<file path="config.mk">
export PLATFORM = sky130hd
export DESIGN_NAME = lds_ctrl
export DESIGN_NICKNAME = d
export VERILOG_FILES = /design/src/design/lds_pkg.sv /design/src/design/lds_ctrl.sv
export SDC_FILE = /design/constraint.sdc
export NUM_CORES = 1
export LEC_CHECK = 0
export BUFFER_PORTS_ARGS = -buffer_cell sky130_fd_sc_hd__buf_2
export CAP_MARGIN = 20
export CORE_MARGIN = 2
export CORE_UTILIZATION = 55
export DETAILED_ROUTE_END_ITERATION = 16
export PLACE_DENSITY = 0.81
export SLEW_MARGIN = 20
export SYNTH_ARGS = -nofsm -noshare
export SYNTH_HDL_FRONTEND = slang
export SYNTH_SLANG_ARGS = --single-unit
</file>
<file path="constraint.sdc">
create_clock -name clk -period 3.4 [get_ports clk]
set_input_delay 0.68 -clock clk [delete_from_list [all_inputs] [get_ports clk]]
set_output_delay 0.68 -clock clk [all_outputs]
set_load 0.01 [all_outputs]
</file>
<file path="src/design/lds_pkg.sv">
package lds_pkg;

    localparam int MAX_STEPS = 48;
    localparam int STK_AW    = 6;
    localparam int OPW       = 32;
    localparam int WW        = 64;

    typedef enum logic [1:0] {
        MS_BS = 2'd0,
        MS_SX = 2'd1,
        MS_SY = 2'd2
    } lds_msel_t;

    typedef struct packed {
        logic      load;
        logic      div_start;
        logic      div_c;
        logic      push;
        logic      bs_read;
        logic      mul_start;
        lds_msel_t mul_sel;
        logic      bs_update;
        logic      sx_store;
        logic      sy_store;
        logic      set_nosol;
        logic      out_load;
    } lds_cmd_t;

    typedef struct packed {
        logic div_done;
        logic mul_done;
        logic q_zero;
        logic n_full;
        logic n_zero;
        logic g_zero;
        logic rem_nz;
    } lds_sts_t;

endpackage

</file>
<file path="src/design/lds_ctrl.sv">
module lds_ctrl
    import lds_pkg::*;
(
    input  logic     clk,
    input  logic     rst_n,
    input  logic     in_valid,
    output logic     in_stall,
    output logic     out_valid,
    input  logic     out_stall,
    input  lds_sts_t sts,
    output lds_cmd_t cmd
);

    typedef enum logic [10:0] {
        S_IDLE    = 11'b00000000001,
        S_CHECK   = 11'b00000000010,
        S_DIV     = 11'b00000000100,
        S_BS_RD   = 11'b00000001000,
        S_BS_MUL  = 11'b00000010000,
        S_BS_WAIT = 11'b00000100000,
        S_CDIV    = 11'b00001000000,
        S_CDIV_W  = 11'b00010000000,
        S_MX      = 11'b00100000000,
        S_MY      = 11'b01000000000,
        S_DONE    = 11'b10000000000
    } state_t;

    state_t state_reg, state_next;
    logic   out_valid_reg, out_valid_next;

    always_comb
    begin
        state_next = state_reg;
        cmd        = '0;
        cmd.mul_sel = MS_BS;
        case (state_reg)
            S_IDLE:
            begin
                if (in_valid)
                begin
                    cmd.load   = 1'b1;
                    state_next = S_CHECK;
                end
            end
            S_CHECK:
            begin
                if (sts.q_zero || sts.n_full)
                begin
                    state_next = S_BS_RD;
                end
                else
                begin
                    cmd.div_start = 1'b1;
                    state_next    = S_DIV;
                end
            end
            S_DIV:
            begin
                if (sts.div_done)
                begin
                    cmd.push   = 1'b1;
                    state_next = S_CHECK;
                end
            end
            S_BS_RD:
            begin
                if (sts.n_zero)
                begin
                    state_next = S_CDIV;
                end
                else
                begin
                    cmd.bs_read = 1'b1;
                    state_next  = S_BS_MUL;
                end
            end
            S_BS_MUL:
            begin
                cmd.mul_start = 1'b1;
                cmd.mul_sel   = MS_BS;
                state_next    = S_BS_WAIT;
            end
            S_BS_WAIT:
            begin
                if (sts.mul_done)
                begin
                    cmd.bs_update = 1'b1;
                    state_next    = S_BS_RD;
                end
            end
            S_CDIV:
            begin
                if (sts.g_zero)
                begin
                    cmd.set_nosol = 1'b1;
                    state_next    = S_DONE;
                end
                else
                begin
                    cmd.div_start = 1'b1;
                    cmd.div_c     = 1'b1;
                    state_next    = S_CDIV_W;
                end
            end
            S_CDIV_W:
            begin
                if (sts.div_done)
                begin
                    if (sts.rem_nz)
                    begin
                        cmd.set_nosol = 1'b1;
                        state_next    = S_DONE;
                    end
                    else
                    begin
                        cmd.mul_start = 1'b1;
                        cmd.mul_sel   = MS_SX;
                        state_next    = S_MX;
                    end
                end
            end
            S_MX:
            begin
                if (sts.mul_done)
                begin
                    cmd.sx_store  = 1'b1;
                    cmd.mul_start = 1'b1;
                    cmd.mul_sel   = MS_SY;
                    state_next    = S_MY;
                end
            end
            S_MY:
            begin
                if (sts.mul_done)
                begin
                    cmd.sy_store = 1'b1;
                    state_next   = S_DONE;
                end
            end
            S_DONE:
            begin
                if (!out_valid_reg || !out_stall)
                begin
                    cmd.out_load = 1'b1;
                    state_next   = S_IDLE;
                end
            end
            default:
            begin
                state_next = S_IDLE;
            end
        endcase
    end

    always_comb
    begin
        out_valid_next = out_valid_reg;
        if (out_valid_reg && !out_stall)
        begin
            out_valid_next = 1'b0;
        end
        if (cmd.out_load)
        begin
            out_valid_next = 1'b1;
        end
    end

    always_ff @(posedge clk or negedge rst_n)
    begin
        if (!rst_n)
        begin
            state_reg     <= S_IDLE;
            out_valid_reg <= 1'b0;
        end
        else
        begin
            state_reg     <= state_next;
            out_valid_reg <= out_valid_next;
        end
    end

    assign in_stall  = (state_reg != S_IDLE);
    assign out_valid = out_valid_reg;

endmodule

</file>
==> flow_summary.yaml, run 1 <==
setup_path:
  start_kind: "flop"
  worstPathCellList: "or4_1 > or4_4 > nor4b_4 > a41o_1 > buf_2"
  crit_buf_inv: 1
  crit_type: "flop to primary output"
  critical_path.slowest_cell: "or4_1"
  reg2reg_depth: 5
  arrival_ps: 2490
  cp_max_fo: 11
  critical_path.max_stage_delay_ps: 670
  required_ps: 2720
  crit_cells: 5
  worstSetupEndpointType: "primary output"
  path_delay_family: "simple AND/OR/NAND/NOR gates"
floorplanning:
  die_h_um: 45.2
  core_um2: 1540
  design.die.area_um2: 2050
  num_rows: 14
  fp.dieW_um: 45.2
  io_pins: 26
  start_util: 0.606
power:
  combPwrFrac: 0.433
  peakVddDrop_v: 0.000372
  p_clk_frac: 0.197
  sw_frac_of_total: 0.414
  p_int_uw: 343
  p_sw_uw: 243
  pwr-share-seq: 0.369
  powerDensity_nw_per_um2: 549
  p_leak_nw: 0.543
yosys:
  synth_edf_count: 0
  synth.distinct_cells: 41
  postSynth.asyncResetShare: 1.00
  yosys.area.top_type: "dfrtp_1"
  yosys-top-cells-count: "nor2_1, dfrtp_1, nand2_1, clkbuf_1, nor3_1"
  synth_top_area_frac: 0.295
  yosysWarnings: 0
  synthFlopType: "dfrtp_1"
  netlist_instances: 111
  yosysSeqAreaShare: 0.323
  synth.avg_cell_area_um2: 8.42
  synth_most_common_cell: "nor2_1"
  syn_area_um2: 935
  synth_seq_cells: 12
  synth_nets: 122
  synthTopCellsByArea: "dfrtp_1, nor2_1, nor3_1"
clocking:
  h-tree-depth: 1
  cts_buffer_depth: 2
  postCtsSetupBuffers: 0
  cts_tree: "yes"
  clk_pin_slew_ps: 80
  cts-root-buf: "clkbuf_4"
  clkLatencyLatePin_ps: 280
  clock_sinks: 12
  numCtsBuffers: 3
  postCtsResizedCells: 0
  cts_hold_buf: 0
timing:
  rsz0062_at_grt: "no"
  max-slew-margin-rel: 0.638
  finalHoldViolations: 0
  fin_worst_skew_ps: 3.74
  worstMarginPinSlew_ps: 530
  fin_crit_ps: 3170
  fin_ws_ps: 228
  finalMaxSlewViolations: 0
  tns_ps: 0
  setup-violations-final: 0
  final.period_utilization: 0.933
  clock.fmax_ghz: 0.315
placement:
  place_congestion: 0.839
  dpl.hpwl_um: 1730
  numPortBuffers: 25
  pre_cts_slack_ps: 538
  dpl_cell_area_um2: 1030
detailed_routing:
  wl_per_cell_um: 15.9
  wl_met1_um: 919
  drt_iter0_markers: 43
  met3WireLength_um: 194
  vias: 977
  drt_pre_antenna_iters: 4
  top_layer: "met4"
  vias_per_cell: 6.69
  drt-total-wl_um: 2320
  final_antenna_net_count: 0
  drc: 0
  wl_met2_um: 1160
outcome:
  status: "finished clean"
layout:
  final_nets: 142
  antenna_cells: 0
  stdcell_area_um2: 1070
  fin_util: 0.693
  areaGrowthSynthToFinish_pct: 14.3
  largest_reg_flops: 11
  drive_above_1_share: 0.277
global_routing:
  antenna_found_initial: 0
  grt_pass1_wl_um: 3790
  gr-total-overflow: 0
  grt_usage: 0.261
  grt_max_degree: 15
  grt_pass1_vias: 893
flow_run:
  maxCapViolCount: 0
min_path:
  min_path_type: "input port to async pin"
-- logic make-up after synthesis --
| kind of cell | after synthesis | synth area share |
|---|---|---|
| xor+xnor | 6 | 0.0562 |
| flops | 12 | 0.323 |
| mux | 1 | 0.0107 |
| simple gates | 59 | 0.394 |
| compound gates | 21 | 0.154 |
| buf+inv | 12 | 0.0629 |
-- worst reg2reg max path, delay by kind of cell, from the launching register on --
family | cells | cell delay (ps)
compound gates | 2 | 670
flops | 1 | 500
simple gates | 3 | 980
-- per-stage QoR --
step | power (mW) | hold slack (ps) | instances
floorplan | 0.398 | 384 | 111
global placement | 0.455 | 516 | 142
detailed placement | 0.465 | 539 | 142
CTS | 0.583 | 270 | 146
global route | 0.624 | 272 | 146
finish | 0.586 | 265 | 146
-- area by class of cell --
class | count | area, um^2
fill | 130 | 473
sequential | 12 | 302
clock buffer | 4 | 36.3
tap | 16 | 20.0
timing repair buffer | 26 | 133
multi-input combinational | 87 | 574
inverter | 1 | 3.75
-- worst paths after layout --
check                                         start                       end  slack [ps]
hold / removal                                rst_n  state_reg[9]$_DFFE_PN0P_         260
setup / recovery           state_reg[1]$_DFFE_PN0P_                   cmd[11]         230
min in group clk              out_valid$_DFFE_PN0P_     out_valid$_DFFE_PN0P_         560
max in group asynchronous                     rst_n  state_reg[0]$_DFFE_PN1P_        2860
hold reg to reg               out_valid$_DFFE_PN0P_     out_valid$_DFFE_PN0P_         560
setup reg to reg           state_reg[1]$_DFFE_PN0P_  state_reg[3]$_DFFE_PN0P_        1110
-- metal layers --
| layer | track usage | vias to the layer above |
|---|---|---|
| met5 | 0 | - |
| met2 | 0.440 | 57 |
| met3 | 0.0600 | 8 |
| met1 | 0.313 | 455 |
| li1 | - | 457 |
| met4 | 0.118 | 0 |
-- power groups by stage --
stage | Sequential [mW] | Combinational (mW) | Clock [mW]
CTS | 0.215 | 0.251 | 0.118
global route | 0.221 | 0.278 | 0.125
floorplan | 0.175 | 0.223 | 0
finish | 0.216 | 0.254 | 0.116
global placement | 0.214 | 0.241 | 0
detailed placement | 0.217 | 0.248 | 0
-- cells in the final DEF, fill, tap and decap left out, types with 2 or more instances in the layout --
master and count:
a21o_1 3, nand4_1 2, a21oi_1 4, nand3_1 3
nand2_1 8, buf_2 25, nand3b_1 4, nor3_1 7
o2111ai_1 2, or3_1 2, a41o_1 2, nor2_1 12
clkbuf_4 3, xor2_1 4, and4b_1 2, nor4bb_1 3
o21ai_0 5, dfrtp_1 11, nor4_1 5, xnor2_1 2
Power figures use the tool's default switching activity.
==> inputs of run 2 (changes only) <==
--- a/config.mk
+++ b/config.mk
@@ -5,12 +5,12 @@
 export SDC_FILE = /design/constraint.sdc
 export NUM_CORES = 1
 export LEC_CHECK = 0
-export BUFFER_PORTS_ARGS = -buffer_cell sky130_fd_sc_hd__buf_2
 export CAP_MARGIN = 20
 export CORE_MARGIN = 2
 export CORE_UTILIZATION = 55
 export DETAILED_ROUTE_END_ITERATION = 16
-export PLACE_DENSITY = 0.81
+export DONT_BUFFER_PORTS = 1
+export PLACE_DENSITY = 0.68
 export SLEW_MARGIN = 20
 export SYNTH_ARGS = -nofsm -noshare
 export SYNTH_HDL_FRONTEND = slang
==> run 2 against run 1 <==
Effect of this change:
- non-clock buffer count decreased by 25
- maximum frequency down 0.53%
- hold slack got worse by 180 ps
- critical endpoint unchanged
- clock power shrank 17%
- highest routed layer unchanged
- largest cell class unchanged
==> flow_summary.yaml, run 2 (synthesis gave the netlist of run 1 again) <==
setup_path:
  arrival_ps: 2510
  cp_max_fo: 11
  crit_type: "flop to primary output"
  reg2reg_depth: 5
  required_ps: 2720
  reg2reg_from: "state_reg[1]$_DFFE_PN0P_"
  worstSetupEndpointType: "primary output"
  r2r_end: "state_reg[3]$_DFFE_PN0P_"
  r2r_slack_ps: 1140
  start_kind: "flop"
detailed_routing:
  wl_per_cell_um: 18.7
  vias_per_cell: 7.10
  vias: 859
  drt-total-wl_um: 2260
  drt_pre_antenna_iters: 4
  final_antenna_net_count: 0
  drt_iter0_markers: 32
  drc: 0
layout:
  areaGrowthSynthToFinish_pct: -0.134
  mostFrequentLayoutCell: "nor2_1"
  final_cells: 121
  mostFrequentLayoutCells: "nor2_1, dfrtp_1, nand2_1"
  fin_util: 0.606
  drive_above_1_share: 0.0952
  antenna_cells: 0
  largest_reg_flops: 11
  final_nets: 117
  nFillCells: 144
clocking:
  numCtsBuffers: 3
  postCtsSetupBuffers: 0
  cts_tree: "yes"
  clkLatencyLatePin_ps: 280
  cts_buffer_depth: 2
  clk_pin_slew_ps: 80
  clock_sinks: 12
  cts_hold_buf: 0
  h-tree-depth: 1
  postCtsResizedCells: 0
  cts-root-buf: "clkbuf_4"
timing:
  setup-violations-final: 0
  worstMarginPinSlew_ps: 593
  tns_ps: 0
  finalHoldViolations: 0
  rsz0062_at_grt: "no"
  max-slew-margin-rel: 0.594
  clock.fmax_ghz: 0.314
  fin_crit_ps: 3190
  finalMaxSlewViolations: 0
  hold_slack_ps: 84.7
  final.period_utilization: 0.938
  fin_worst_skew_ps: 6.17
global_routing:
  grt_usage: 0.250
  antenna_found_initial: 0
  grt_pass1_vias: 827
  gr-total-overflow: 0
  grt_pass1_wl_um: 3690
  grt_max_degree: 15
power:
  peakVddDrop_v: 0.000295
  p_leak_nw: 0.417
  powerDensity_nw_per_um2: 580
placement:
  dpl.hpwl_um: 1630
  numPortBuffers: 0
  place_congestion: 0.895
  dp_cells: 117
floorplanning:
  num_rows: 14
  design.die.area_um2: 2050
  core_um2: 1540
  fp.dieW_um: 45.2
  die_h_um: 45.2
  start_util: 0.606
  io_pins: 26
outcome:
  status: "finished clean"
min_path:
  min_path_type: "input port to async pin"
flow_run:
  maxCapViolCount: 0
==> run 2: cell count changes in the layout (fill, tap and decap cells not counted) <==
cell | previous run | this run
buf_2 | 25 | 0
clkbuf_8 | 1 | 0
clkbuf_1 | 0 | 1
==> run 2: worst max-delay path, stage by stage, from the launching register on <==
cell	delay (ps)
dfrtp_1	510
or4_1	670
or4_4	500
nor4b_4	350
a41o_1	210
==> run 2: cell type report <==
cell class	instances	area, um^2	area share
tap	16	20.0	0.0214
inverter	1	3.75	0.00402
timing repair buffer	1	7.51	0.00804
sequential	12	302	0.323
multi-input combinational	87	574	0.615
clock buffer	4	26.3	0.0282
==> run 2: worst max path at each step <==
stage	cells after the start	endpoint	slack [ps]	start
after CTS	4	cmd[11]	210	state_reg[1]$_DFFE_PN0P_
after global routing	4	cmd[11]	100	state_reg[1]$_DFFE_PN0P_
after detailed placement	4	cmd[11]	520	state_reg[1]$_DFFE_PN0P_
after global placement	4	cmd[11]	570	state_reg[1]$_DFFE_PN0P_
after floorplan	6	cmd[11]	730	state_reg[9]$_DFFE_PN0P_
final	4	cmd[11]	210	state_reg[1]$_DFFE_PN0P_
==> run 2: stage by stage <==
stage / power, mW / setup slack [ps] / area (um^2)
CTS: 0.541 / 214 / 933
global route: 0.576 / 100 / 933
detailed placement: 0.443 / 519 / 907
finish: 0.541 / 211 / 933
global placement: 0.438 / 567 / 907
floorplan: 0.398 / 730 / 935
==> run 2: power by group <==
group	switching (mW)	internal, mW	total (mW)
Clock	0.0511	0.0455	0.0966
Sequential	0.0535	0.166	0.219
Combinational	0.127	0.0985	0.226
==> run 2: per-layer routing <==
layer | up-vias | part of all wire | GRT usage
li1 | 403 | - | -
met1 | 394 | 0.45 | 0.357
met2 | 58 | 0.44 | 0.357
met4 | 0 | 0.010 | 0.112
met5 | - | 0 | 0
met3 | 4 | 0.097 | 0.0560
==> inputs of run 3 (changes only) <==
--- a/config.mk
+++ b/config.mk
@@ -5,6 +5,7 @@
 export SDC_FILE = /design/constraint.sdc
 export NUM_CORES = 1
 export LEC_CHECK = 0
+export ABC_AREA = 1
 export CAP_MARGIN = 20
 export CORE_MARGIN = 2
 export CORE_UTILIZATION = 55
==> run 3 against run 2 <==
Effect of this change:
- maximum frequency is 34% higher
- highest routed layer unchanged
- critical endpoint is now cmd[7]
- critical path type unchanged
- final cell count increased by 42%
- die area up 5.2%
- total power grew 3.3%
- synthesized area is 5.8% higher
==> flow_summary.yaml, run 3 <==
power:
  p_clk_frac: 0.176
  p_sw_uw: 261
  peakVddDrop_v: 0.000278
  pwr-share-seq: 0.322
  p_int_uw: 298
  p_leak_nw: 0.602
  total_power_uw: 559
  combPwrFrac: 0.502
  powerDensity_nw_per_um2: 539
  sw_frac_of_total: 0.467
detailed_routing:
  vias_per_cell: 4.93
  drt_iter0_markers: 15
  vias: 848
  drt_pre_antenna_iters: 4
  drc: 0
  final_antenna_net_count: 0
  drt-total-wl_um: 2030
  wl_per_cell_um: 11.8
floorplanning:
  die_h_um: 46.4
  io_pins: 26
  fp.dieW_um: 46.4
  design.die.area_um2: 2150
  num_rows: 15
  start_util: 0.579
  core_um2: 1710
clocking:
  cts_buffer_depth: 2
  clkLatencyLatePin_ps: 280
  cts-root-buf: "clkbuf_4"
  numCtsBuffers: 3
  postCtsSetupBuffers: 0
  clk_pin_slew_ps: 80
  clock_sinks: 12
  h-tree-depth: 1
  cts_hold_buf: 0
  cts_tree: "yes"
  postCtsResizedCells: 0
timing:
  fin_ws_ps: 1020
  finalMaxSlewViolations: 0
  hold_slack_ps: 80.0
  clock.fmax_ghz: 0.421
  fin_worst_skew_ps: 3.25
  max-slew-margin-rel: 0.707
  tns_ps: 0
  rsz0062_at_grt: "no"
  finalHoldViolations: 0
  fin_crit_ps: 2380
  setup-violations-final: 0
  worstMarginPinSlew_ps: 436
  final.period_utilization: 0.699
outcome:
  status: "finished clean"
setup_path:
  path_delay_family: "simple AND/OR/NAND/NOR gates"
  crit_cells: 6
  crit_buf_inv: 0
  cp-endpoint: "cmd[7]"
  cp_max_fo: 5
  critical_path.slowest_cell: "dfrtp_1"
  reg2reg_from: "state_reg[0]$_DFFE_PN1P_"
  required_ps: 2720
  crit_start: "state_reg[1]$_DFFE_PN0P_"
  arrival_ps: 1700
  reg2reg_depth: 10
  worstPathCellList: "nor2_2 > nand2_2 > nor2_4 > nand2_1 > nor2_1 > nand3b_1"
  worstSetupEndpointType: "primary output"
  critical_path.max_stage_delay_ps: 400
  r2r_end: "state_reg[10]$_DFFE_PN0P_"
  r2r_slack_ps: 1850
  start_kind: "flop"
  crit_type: "flop to primary output"
placement:
  dp_cells: 168
  place_congestion: 0.842
  dpl.hpwl_um: 1640
  pre_cts_slack_ps: 1340
  numPortBuffers: 0
  dpl_cell_area_um2: 1010
yosys:
  netlist_instances: 144
  synthFlopType: "dfrtp_1"
  syn_area_um2: 988
  yosys-top-cells-count: "nand2_1, nor2_1, inv_1, dfrtp_1, nand3_1"
  synth.distinct_cells: 22
  synth_nets: 155
  synthTopCellsByArea: "dfrtp_1, nand2_1, nor2_1"
  yosysWarnings: 0
  yosysSeqAreaShare: 0.305
  synth_edf_count: 0
  yosys.area.top_type: "dfrtp_1"
  synth_top_area_frac: 0.278
  synth.avg_cell_area_um2: 6.86
  postSynth.asyncResetShare: 1.00
  synth_seq_cells: 12
  synth_most_common_cell: "nand2_1"
layout:
  areaGrowthSynthToFinish_pct: 5.06
  final_nets: 159
  stdcell_area_um2: 1040
  mostFrequentLayoutCell: "nand2_1"
  largest_reg_flops: 11
  final_cells: 172
  nFillCells: 166
  drive_above_1_share: 0.224
  regArea_um2: 302
  antenna_cells: 0
  multiInputGateArea_um2: 578
  mostFrequentLayoutCells: "nand2_1, nor2_1, inv_1"
  fin_util: 0.608
global_routing:
  antenna_found_initial: 0
  grt_usage: 0.215
  gr-total-overflow: 0
  grt_pass1_vias: 750
  grt_pass1_wl_um: 3130
  grt_max_degree: 13
flow_run:
  maxCapViolCount: 0
min_path:
  min_path_type: "input port to async pin"
-- run 3: changes by cell type in the layout (fill, tap and decap cells not counted), moves of 5 or more --
cell     change
inv_1       +24
nand2_1     +24
nand2_2      +5
nor2_1      +18
nor2_2       +5
nor3_1       -6
nor4_1       -5
o21ai_2      +5
-- run 3: worst min-delay path by stage --
stage,from,endpoint,cells after the start
3_5_place_dp,rst_n,state_reg[2]$_DFFE_PN0P_,0
3_3_place_gp,rst_n,state_reg[2]$_DFFE_PN0P_,0
4_1_cts,rst_n,state_reg[2]$_DFFE_PN0P_,0
2_1_floorplan,rst_n,out_valid$_DFFE_PN0P_,0
5_1_grt,rst_n,state_reg[6]$_DFFE_PN0P_,0
6_report,rst_n,state_reg[7]$_DFFE_PN0P_,0
-- run 3: kinds of logic after synthesis --
logic type | synth area share
AO/OA/AOI/OAI | 0.0962
buffers and inverters | 0.110
flip-flops | 0.305
AND/OR/NAND/NOR | 0.489
-- run 3: power by group through the flow --
stage / Clock, mW / Combinational [mW] / Sequential, mW
6_report: 0.0985 / 0.281 / 0.180
3_5_place_dp: 0 / 0.279 / 0.184
3_3_place_gp: 0 / 0.276 / 0.183
5_1_grt: 0.106 / 0.313 / 0.184
2_1_floorplan: 0 / 0.235 / 0.181
4_1_cts: 0.100 / 0.280 / 0.181
-- run 3: worst register-to-register path, cell delays in order (launching register included) --
cell	delay (ps)
dfstp_2	560
nor2_2	50
nand2_2	150
nor2_8	70
nand2_4	90
nand2_2	50
nand2_2	100
nand2_4	80
nor2_8	170
nand3_1	110
nand2_1	70
-- run 3: layer usage --
| metal | part of all wire | global-route usage |
|---|---|---|
| met1 | 0.47 | 0.268 |
| met2 | 0.46 | 0.350 |
| met3 | 0.053 | 0.0471 |
| met4 | 0.020 | 0.103 |
| met5 | 0 | 0 |
-- run 3: layout make-up --
cell class                      count  area share
Multi-Input combinational cell    104       0.557
Sequential cell                    12       0.290
Inverter                           27      0.0976
Tap cell                           25      0.0301
Clock buffer                        4      0.0253
